## config.mk

```make
export PLATFORM = sky130hd
export DESIGN_NAME = dual_link_quality_path_selector_unit
export DESIGN_NICKNAME = d
export VERILOG_FILES = /design/src/dlqps_pkg.sv /design/src/dlqps_ram.sv /design/src/dual_link_quality_path_selector_unit.sv
export SDC_FILE = /design/constraint.sdc
export NUM_CORES = 2
export LEC_CHECK = 0
export ABC_AREA = 1
export BUFFER_PORTS_ARGS = -buffer_cell sky130_fd_sc_hd__buf_2
export CAP_MARGIN = 30
export CORE_UTILIZATION = 55
export CTS_CLUSTER_DIAMETER = 200
export DETAILED_ROUTE_END_ITERATION = 10
export PLACE_DENSITY = 0.82
export SYNTH_ARGS = -nofsm -noshare
export SYNTH_HDL_FRONTEND = slang
export SYNTH_HIERARCHICAL = 1
export SYNTH_SLANG_ARGS = --single-unit
```

## constraint.sdc

```tcl
create_clock -name clk_i -period 6.95 [get_ports clk_i]
set_input_delay 0.695 -clock clk_i [delete_from_list [all_inputs] [get_ports clk_i]]
set_output_delay 0.695 -clock clk_i [all_outputs]
set_load 0.03 [all_outputs]
```

## src/dlqps_pkg.sv

```systemverilog
// package for the dual link quality path selector
// holds widths, codes, register indexes and the state machine type; no dependencies
package dlqps_pkg;
  localparam int unsigned WindowSlots = 20;
  localparam int unsigned PathCount = 2;
  localparam int unsigned RttBits = 16;
  localparam int unsigned SlotBits = $clog2(WindowSlots);
  localparam int unsigned RingDepth = PathCount * WindowSlots;
  localparam int unsigned RingAddrBits = $clog2(RingDepth);
  localparam int unsigned CfgIdxBits = 3;
  localparam int unsigned CfgDataBits = 16;
  localparam logic signed [4:0] StreakMax = 5'sd15;
  localparam logic signed [4:0] StreakBad = 5'sd3;
  localparam logic signed [4:0] StreakGood = -5'sd3;
  localparam logic [6:0] LossMax = 7'd100;

  typedef logic [RttBits-1:0] rtt_t;
  typedef logic [SlotBits-1:0] slot_t;
  typedef logic signed [4:0] streak_t;

  typedef enum logic [1:0] {
    OP_MEASURE = 2'd0,
    OP_USAGE   = 2'd1,
    OP_TICK    = 2'd2,
    OP_NONE    = 2'd3
  } opcode_e;

  typedef enum logic [1:0] {
    CAUSE_BAD     = 2'd0,
    CAUSE_GOOD    = 2'd1,
    CAUSE_TIMEOUT = 2'd2
  } cause_e;

  typedef enum logic [2:0] {
    REG_DELAY_BAD    = 3'd0,
    REG_DELAY_GOOD   = 3'd1,
    REG_REL_BAD      = 3'd2,
    REG_REL_GOOD     = 3'd3,
    REG_GRAD_RISE    = 3'd4,
    REG_LOSS_BAD     = 3'd5,
    REG_LOSS_GOOD    = 3'd6,
    REG_TIMEOUT      = 3'd7
  } reg_e;

  typedef enum logic [2:0] {
    ST_IDLE,
    ST_SCAN,
    ST_PREV1,
    ST_PREV2,
    ST_EVAL,
    ST_RATE
  } state_e;

  function automatic slot_t slot_inc(slot_t s);
    slot_inc = (s == slot_t'(WindowSlots - 1)) ? '0 : slot_t'(s + 1'b1);
  endfunction

  function automatic slot_t slot_dec(slot_t s);
    slot_dec = (s == '0) ? slot_t'(WindowSlots - 1) : slot_t'(s - 1'b1);
  endfunction

  // -1 = good, +1 = bad, 0 = neither
  function automatic streak_t streak_next(streak_t c, logic is_bad, logic is_good);
    if (is_bad) begin
      if (c < 0) streak_next = 5'sd1;
      else if (c < StreakMax) streak_next = c + 5'sd1;
      else streak_next = c;
    end else if (is_good) begin
      if (c > 0) streak_next = -5'sd1;
      else if (c > -StreakMax) streak_next = c - 5'sd1;
      else streak_next = c;
    end else begin
      streak_next = '0;
    end
  endfunction
endpackage

```

## src/dlqps_ram.sv

```systemverilog
// generic single port synchronous ram with registered read
// no dependencies
module dlqps_ram #(
  parameter int unsigned Width = 16,
  parameter int unsigned Depth = 40
) (
  input  logic                     clk_i,
  input  logic                     we_i,
  input  logic [$clog2(Depth)-1:0] addr_i,
  input  logic [Width-1:0]         wdata_i,
  output logic [Width-1:0]         rdata_o
);
  logic [Width-1:0] mem_q [Depth];

  always_ff @(posedge clk_i) begin
    if (we_i) mem_q[addr_i] <= wdata_i;
    rdata_o <= mem_q[addr_i];
  end
endmodule

```

## src/dual_link_quality_path_selector_unit.sv

```systemverilog
// top level of the dual link quality path selector
// uses dlqps_pkg and dlqps_ram for the per-path rtt windows
//
// channel  | dir | handshake          | payload
// cfg      | in  | cfg_valid/ready    | cfg_index, cfg_data
// in       | in  | in_valid/ready     | opcode, path_index, rtt_ms, loss_pct, usage_mask
// out      | out | out_valid/ready    | wanted_paths, cause
//
// usage, tick and ignored words run no state walk; a timeout word holds in_ready low until it leaves
// a measurement keeps in_ready low while it walks scan (full window only, one ram read per
// slot of the 20-slot walk), prev1, prev2, eval and rate; its result word is registered in rate
// the single ring ram port sets the measurement time; no clearing pass after reset
// in_ready drops while a measurement runs or a word waits in the output register
module dual_link_quality_path_selector_unit (
  input  logic                               clk_i,
  input  logic                               rst_ni,
  input  logic                               cfg_valid_i,
  output logic                               cfg_ready_o,
  input  logic [dlqps_pkg::CfgIdxBits-1:0]   cfg_index_i,
  input  logic [dlqps_pkg::CfgDataBits-1:0]  cfg_data_i,
  input  logic                               in_valid_i,
  output logic                               in_ready_o,
  input  logic [1:0]                         opcode_i,
  input  logic                               path_index_i,
  input  logic [dlqps_pkg::RttBits-1:0]      rtt_ms_i,
  input  logic [6:0]                         loss_pct_i,
  input  logic [1:0]                         usage_mask_i,
  output logic                               out_valid_o,
  input  logic                               out_ready_i,
  output logic [1:0]                         wanted_paths_o,
  output logic [1:0]                         cause_o
);
  import dlqps_pkg::*;

  logic [15:0] delay_bad_q, delay_good_q, rel_bad_q, rel_good_q, grad_rise_q, timeout_q;
  logic [6:0]  loss_bad_q, loss_good_q;

  slot_t       head_q [PathCount];
  slot_t       tail_q [PathCount];
  streak_t     cnt_q [PathCount][4];
  logic [15:0] timer_q [PathCount];
  logic [PathCount-1:0] in_use_q;
  logic [1:0]  expected_q;

  state_e state_q, state_d;
  logic   path_q;
  rtt_t   rtt_q;
  logic [6:0] loss_q;
  slot_t  idx_q, idx_d;
  rtt_t   min_q;
  logic   full_q;
  rtt_t   prev1_q;
  logic   out_valid_q;
  logic [1:0] out_wanted_q, out_cause_q;

  logic   ram_we;
  logic [RingAddrBits-1:0] ram_addr;
  rtt_t   ram_rdata;
  slot_t  ram_slot;
  logic   rd_pend_q;
  logic   in_acc;

  logic [15:0] arm_val;
  assign arm_val = (timeout_q == '0) ? 16'd1 : timeout_q;

  assign cfg_ready_o = 1'b1;
  assign in_ready_o  = (state_q == ST_IDLE) && !out_valid_q;
  assign in_acc      = in_valid_i && in_ready_o;
  assign out_valid_o = out_valid_q;
  assign wanted_paths_o = out_wanted_q;
  assign cause_o     = out_cause_q;

  // ring geometry for the current measurement
  slot_t cur_head, cur_tail, new_head;
  logic [SlotBits:0] fill_cnt;
  logic  has_grad;
  assign cur_head = head_q[path_q];
  assign cur_tail = tail_q[path_q];
  assign new_head = full_q ? slot_inc(cur_head) : cur_head;
  assign fill_cnt = (cur_tail >= new_head) ?
                    {1'b0, cur_tail} - {1'b0, new_head} :
                    {1'b0, cur_tail} + (SlotBits+1)'(WindowSlots) - {1'b0, new_head};
  assign has_grad = fill_cnt > (SlotBits+1)'(2);

  dlqps_ram #(.Width(RttBits), .Depth(RingDepth)) u_ring (
    .clk_i   (clk_i),
    .we_i    (ram_we),
    .addr_i  (ram_addr),
    .wdata_i (rtt_ms_i),
    .rdata_o (ram_rdata)
  );

  logic ram_path;
  always_comb begin
    ram_we   = 1'b0;
    ram_path = path_q;
    ram_slot = idx_q;
    if (state_q == ST_IDLE) begin
      ram_path = path_index_i;
      ram_slot = tail_q[path_index_i];
      ram_we   = in_acc && (opcode_e'(opcode_i) == OP_MEASURE) &&
                 in_use_q[path_index_i] && (loss_pct_i <= LossMax);
    end
    ram_addr = RingAddrBits'(ram_path) * RingAddrBits'(WindowSlots) +
               RingAddrBits'(ram_slot);
  end

  logic start_meas;
  assign start_meas = ram_we;

  always_comb begin
    state_d = state_q;
    idx_d   = idx_q;
    case (state_q)
      ST_IDLE: begin
        if (start_meas) begin
          if (slot_inc(tail_q[path_index_i]) == head_q[path_index_i]) begin
            state_d = ST_SCAN;
            idx_d   = head_q[path_index_i];
          end else begin
            state_d = ST_PREV1;
            idx_d   = slot_dec(tail_q[path_index_i]);
          end
        end
      end
      ST_SCAN: begin
        if (idx_q == cur_tail) begin
          state_d = ST_PREV1;
          idx_d   = slot_dec(cur_tail);
        end else begin
          idx_d = slot_inc(idx_q);
        end
      end
      ST_PREV1: begin
        state_d = ST_PREV2;
        idx_d   = slot_dec(idx_q);
      end
      ST_PREV2: state_d = ST_EVAL;
      ST_EVAL:  state_d = ST_RATE;
      ST_RATE:  state_d = ST_IDLE;
      default:  state_d = ST_IDLE;
    endcase
  end

  // evaluation (registered between eval and rate)
  logic signed [RttBits+1:0] rel_d, grad_d, lgrad_d;
  always_comb begin
    rel_d   = full_q ? $signed({2'b00, rtt_q}) - $signed({2'b00, min_q}) : '0;
    grad_d  = has_grad ? $signed({2'b00, rtt_q}) - $signed({2'b00, prev1_q}) : '0;
    lgrad_d = has_grad ? $signed({2'b00, prev1_q}) - $signed({2'b00, ram_rdata}) : '0;
  end

  logic signed [RttBits+1:0] rel_q, grad_q, lgrad_q;
  streak_t c_new [4];
  logic rise, bad, good, both;
  always_comb begin
    c_new[0] = streak_next(cnt_q[path_q][0], rtt_q >= delay_bad_q, rtt_q < delay_good_q);
    c_new[1] = streak_next(cnt_q[path_q][1],
                           rel_q >= $signed({2'b00, rel_bad_q}),
                           rel_q < $signed({2'b00, rel_good_q}));
    c_new[2] = streak_next(cnt_q[path_q][2], grad_q > 0, grad_q < 0);
    c_new[3] = streak_next(cnt_q[path_q][3], loss_q >= loss_bad_q, loss_q < loss_good_q);
    rise = (grad_q > $signed({2'b00, grad_rise_q})) &&
           (lgrad_q > $signed({2'b00, grad_rise_q})) && (grad_q > lgrad_q);
    bad  = rise || c_new[0] >= StreakBad || c_new[1] >= StreakBad ||
           c_new[2] >= StreakBad || c_new[3] >= StreakBad;
    good = c_new[0] <= StreakGood && c_new[1] <= StreakGood && c_new[3] <= StreakGood;
    both = &in_use_q;
  end

  logic fired;
  always_comb begin
    fired = 1'b0;
    for (int q = 0; q < PathCount; q++) begin
      if (timer_q[q] == 16'd1) fired = 1'b1;
    end
  end

  always_ff @(posedge clk_i or negedge rst_ni) begin
    if (!rst_ni) begin
      state_q <= ST_IDLE;
      delay_bad_q <= 16'd80;
      delay_good_q <= 16'd60;
      rel_bad_q <= 16'd20;
      rel_good_q <= 16'd10;
      grad_rise_q <= 16'd5;
      loss_bad_q <= 7'd6;
      loss_good_q <= 7'd4;
      timeout_q <= 16'd5000;
      in_use_q <= '0;
      expected_q <= '0;
      out_valid_q <= 1'b0;
      out_wanted_q <= '0;
      out_cause_q <= '0;
      rd_pend_q <= 1'b0;
      for (int q = 0; q < PathCount; q++) begin
        head_q[q] <= '0;
        tail_q[q] <= '0;
        timer_q[q] <= '0;
        for (int k = 0; k < 4; k++) cnt_q[q][k] <= '0;
      end
    end else begin
      state_q <= state_d;
      if (out_valid_q && out_ready_i) out_valid_q <= 1'b0;
      if (cfg_valid_i) begin
        case (reg_e'(cfg_index_i))
          REG_DELAY_BAD:  delay_bad_q <= cfg_data_i;
          REG_DELAY_GOOD: delay_good_q <= cfg_data_i;
          REG_REL_BAD:    rel_bad_q <= cfg_data_i;
          REG_REL_GOOD:   rel_good_q <= cfg_data_i;
          REG_GRAD_RISE:  grad_rise_q <= cfg_data_i;
          REG_LOSS_BAD:   loss_bad_q <= cfg_data_i[6:0];
          REG_LOSS_GOOD:  loss_good_q <= cfg_data_i[6:0];
          REG_TIMEOUT:    timeout_q <= cfg_data_i;
          default: ;
        endcase
      end
      rd_pend_q <= (state_q == ST_SCAN);
      if (in_acc) begin
        case (opcode_e'(opcode_i))
          OP_MEASURE: begin
            if (start_meas) timer_q[path_index_i] <= arm_val;
          end
          OP_USAGE: begin
            for (int q = 0; q < PathCount; q++) begin
              if (usage_mask_i[q] != in_use_q[q]) begin
                if (usage_mask_i[q]) begin
                  timer_q[q] <= arm_val;
                end else begin
                  timer_q[q] <= '0;
                  head_q[q] <= '0;
                  tail_q[q] <= '0;
                  for (int k = 0; k < 4; k++) cnt_q[q][k] <= '0;
                end
              end
            end
            in_use_q <= usage_mask_i;
            expected_q <= '0;
          end
          OP_TICK: begin
            for (int q = 0; q < PathCount; q++) begin
              if (timer_q[q] != '0) timer_q[q] <= timer_q[q] - 16'd1;
            end
            if (fired && !(&in_use_q)) begin
              expected_q <= 2'd3;
              out_valid_q <= 1'b1;
              out_wanted_q <= 2'd3;
              out_cause_q <= CAUSE_TIMEOUT;
            end
          end
          default: ;
        endcase
      end
      if (state_q == ST_RATE) begin
        head_q[path_q] <= new_head;
        tail_q[path_q] <= slot_inc(cur_tail);
        for (int k = 0; k < 4; k++) cnt_q[path_q][k] <= c_new[k];
        if (good) begin
          if (both) begin
            expected_q <= path_q ? 2'd2 : 2'd1;
            out_valid_q <= 1'b1;
            out_wanted_q <= path_q ? 2'd2 : 2'd1;
            out_cause_q <= CAUSE_GOOD;
          end
        end else if (bad && !both) begin
          expected_q <= 2'd3;
          out_valid_q <= 1'b1;
          out_wanted_q <= 2'd3;
          out_cause_q <= CAUSE_BAD;
        end
      end
    end
  end

  // datapath registers
  always_ff @(posedge clk_i) begin
    idx_q <= idx_d;
    if (state_q == ST_IDLE && start_meas) begin
      path_q <= path_index_i;
      rtt_q  <= rtt_ms_i;
      loss_q <= loss_pct_i;
      full_q <= slot_inc(tail_q[path_index_i]) == head_q[path_index_i];
      min_q  <= '1;
    end
    // scan folds head..tail-1 into min_q; read data arrives in the cycle after its address
    if (rd_pend_q && state_q == ST_SCAN && ram_rdata < min_q)
      min_q <= ram_rdata;
    if (state_q == ST_PREV2) prev1_q <= ram_rdata;
    if (state_q == ST_EVAL) begin
      rel_q   <= rel_d;
      grad_q  <= grad_d;
      lgrad_q <= lgrad_d;
    end
  end
endmodule
```

==> flow_metrics.tcl <==
set metrics [dict create \
    grt_pass1_wl_um 198000 \
    fmax_mhz 212 \
    ctsResizeCount 0 \
    core_um2 88500 \
    viasPerCell 5.78 \
    drive_gt1_share_pct 8.34 \
    row_count 109 \
    leakagePower_nw 23.5 \
    start_kind "flip-flop" \
    fin_crit_ns 4.72 \
    yosysUniqueCellTypes 71 \
    hold_viol 0 \
    pwr-share-seq_pct 31.1 \
    drt_iter0_drc 4869 \
    cp.arrival_ns 5.18 \
    clock_latency_ns 0.72 \
    violations "DRC" \
    synth_top_flop_cell "edfxtp_1" \
    design_area_um2 54400 \
    finalSetupViolCount 0 \
    tritoncts "built" \
    post-place-ws_ns 1.94 \
    grt_max_degree 197 \
    fin_crit_sh_pct 67.9 \
    clkTransAtPathRegs_ns 0.06 \
    cts.sinks 982 \
    cp_slowest_cell "nand2_1" \
    total_power_mw 24.4 \
    wl_per_cell_um 19.3 \
    num_antenna_cells 0 \
    syn_area_um2 49300 \
    maxSlewHeadroom_pct 29.1 \
    synth_nets 5560 \
    root_buffer "clkbuf_16" \
    irDropWorstVdd_mv 0.507 \
    cts_hold_buf 1 \
    crit_top_cell "nand2_1" \
    crit_buf_inv 3 \
    routed_wl_um 127000 \
    drc 12 \
    worstPathCellList "buf_4 -> inv_6 -> nand2_1 -> nand2_1 -> ha_1 -> o21ai_0 -> ha_1 -> ha_1 -> fa_1 -> nand3_1 -> nand2_1 -> xnor2_1 -> nand3_1 -> a21oi_1 -> nand2_1 -> inv_1 -> a21oi_1 -> o21a_1" \
    die-width_um 301 \
    initial_core_util_pct 55.7 \
    p_int_mw 13.6 \
    power.share.clock_pct 23.2 \
    ys_warn_count 6 \
    overflow 0 \
    post_cts_buffers 0 \
    grt_usage_pct 28.0 \
    area_delta_synth_final_pct 10.4 \
    routabilityCongestion 0.935 \
    comb_power_share_pct 45.7 \
    crit_family "adder cells" \
    port-buffer-count 57 \
    final_nets 5615 \
    drv_slew 0 \
    clockBufferDepth 3 \
    fin_hold_ws_ns 0.173 \
    required_ns 7.41 \
    rsz0062_at_grt "no" \
    synth_edf_count 753 \
    ys_seq_elements 982 \
    numCtsBuffers 102 \
    switchingPower_mw 10.8 \
    power_density_nw_per_um2 448 \
    async_reset_ff_share_pct 21.7 \
    setup_ws_ns 2.23 \
    cp_max_fo 31 \
    die_height_um 301 \
    finClkSkew_ns 0.0677 \
    grt_pass1_vias 36694 \
    worstMarginPinSlew_ns 1.06 \
    max_cap_violations 0 \
    antenna_found_initial 0 \
    first_pass_iters 9 \
    critical_path.max_stage_delay_ns 0.46 \
    ios 59 \
    syn_inst 5266 \
    end_kind "flip-flop" \
    hpwlAfterDp_um 82100 \
    final_cell_mix "nand2_1 (1741), edfxtp_1 (753), inv_1 (488)" \
    place_area_um2 50700 \
    path_class "flip-flop to flip-flop" \
    switching_share_pct 44.3 \
    setup_tns_ns 0 \
    syn_avg_cell_area_um2 9.36 \
    status "complete, but fails checks" \
    dieArea_um2 90800 \
    yosysSeqAreaShare_pct 57.4 \
    final_common_cell "nand2_1" \
    hold_path_class "input port to flip-flop" \
    dr_total_vias 37987 \
    cts_htree_levels 3 \
    final_antenna_net_count 0 \
]
[metrics by stage]
stage               std cells  util (%)
floorplan                5266         -
detailed placement       6374      57.3
global route             6574      61.5
CTS                      6567      61.3
finish                   6574      61.5
global placement         6371      57.3
[metal layers]
metal | GRT usage, % | wire length (um) | vias up
li1 | - | - | 17676
met5 | 0 | 0 | -
met1 | 36.8 | 49800 | 17995
met3 | 4.10 | 10800 | 387
met2 | 45.4 | 60000 | 1929
met4 | 14.5 | 6500 | 0
[layout make-up]
cell class / count / area (um2)
clock buffer: 130 / 2790
timing repair buffer: 138 / 1010
fill: 6803 / 34100
sequential: 982 / 28300
multi-input combinational: 3587 / 18200
clock inverter: 62 / 721
inverter: 510 / 1930
tap: 1165 / 1460
[cells in the mapped netlist, types with 4 or more instances]
cell	instances	area [um2]
edfxtp_1	753	22600
o21ai_0	321	1610
o211ai_2	4	50.1
nor3_1	26	130
dfstp_2	20	526
a22oi_1	5	37.5
a21o_1	6	45.0
a31oi_1	10	62.6
o21ai_4	5	81.3
o21a_1	13	97.6
o21ai_2	13	114
o211ai_1	60	450
buf_2	67	335
dfrtp_1	193	4830
nand3_1	225	1130
o22ai_1	17	106
fa_1	7	140
a211oi_1	6	45.0
nor2_1	386	1450
ha_1	235	2940
o31ai_1	6	45.0
inv_1	488	1830
nand2_1	1741	6540
nor2_4	4	45.0
dfxtp_1	16	320
inv_2	19	71.3
nand4_1	38	238
buf_1	17	63.8
nor2_2	7	43.8
nor4_1	11	68.8
o2111ai_1	5	43.8
nand3_2	8	80.1
o21ai_1	75	375
a21oi_1	199	996
o21bai_1	11	82.6
clkbuf_1	80	300
xor2_1	37	324
or2_2	35	219
buf_4	12	90.1
buf_6	9	101
nand2_2	15	93.8
xnor2_1	12	105
[sequential cells by signal, summed over array words and instances, names as in the netlist, 17 cells and up, named ones only]
signal	count
rel_q	17
lgrad_q	17
u_ring/mem_q	640
grad_q	17
cnt_q	40
[logic make-up (layout without fill, tap and decap cells)]
group,Yosys count,in the layout,share of synthesized area (%)
and+or+nand+nor,2518,2518,20.7
DFF,982,982,57.4
AOI/OAI and AO/OA,775,775,8.94
buffers and inverters,697,840,5.75
adders and majority gates,242,242,6.25
xor gates and xnor gates,49,49,0.871
muxes,2,2,0.0406
other,1,1,0.00761
[power groups by stage]
stage	Combinational, mW	Clock [mW]	Sequential (mW)
after global placement	10.4	0	7.66
after global routing	12.3	5.94	7.64
after CTS	10.9	5.71	7.57
final	11.1	5.66	7.59
after floorplan	7.86	0	7.51
after detailed placement	10.8	0	7.68
[worst register-to-register path: stages, from the launching register on]
cell,delay (ns)
edfxtp_1,0.35
buf_4,0.36
inv_6,0.20
nand2_1,0.13
nand2_1,0.08
ha_1,0.29
o21ai_0,0.43
ha_1,0.36
ha_1,0.24
fa_1,0.40
nand3_1,0.09
nand2_1,0.07
xnor2_1,0.13
nand3_1,0.09
a21oi_1,0.19
nand2_1,0.46
inv_1,0.46
a21oi_1,0.08
o21a_1,0.12
[path summary, 6_finish.rpt]
check,slack [ns],endpoint,cells after the start,start
worst max-delay path,2.23,lgrad_q[11]$_SDFFCE_PP0P_,18,path_q$_DFFE_PP_
worst min-delay path,0.17,loss_q[0]$_DFFE_PP_,1,loss_pct_i[0]
worst max register to register,2.23,lgrad_q[11]$_SDFFCE_PP0P_,18,path_q$_DFFE_PP_
worst min register to register,0.47,prev1_q[8]$_DFFE_PN_,0,u_ring/rdata_o[8]$_DFF_P_
max in group asynchronous,5.00,grad_rise_q[15]$_DFFE_PN0P_,3,rst_ni
min in group asynchronous,0.55,async pin,2,rst_ni
Power figures use the tool's default switching activity.
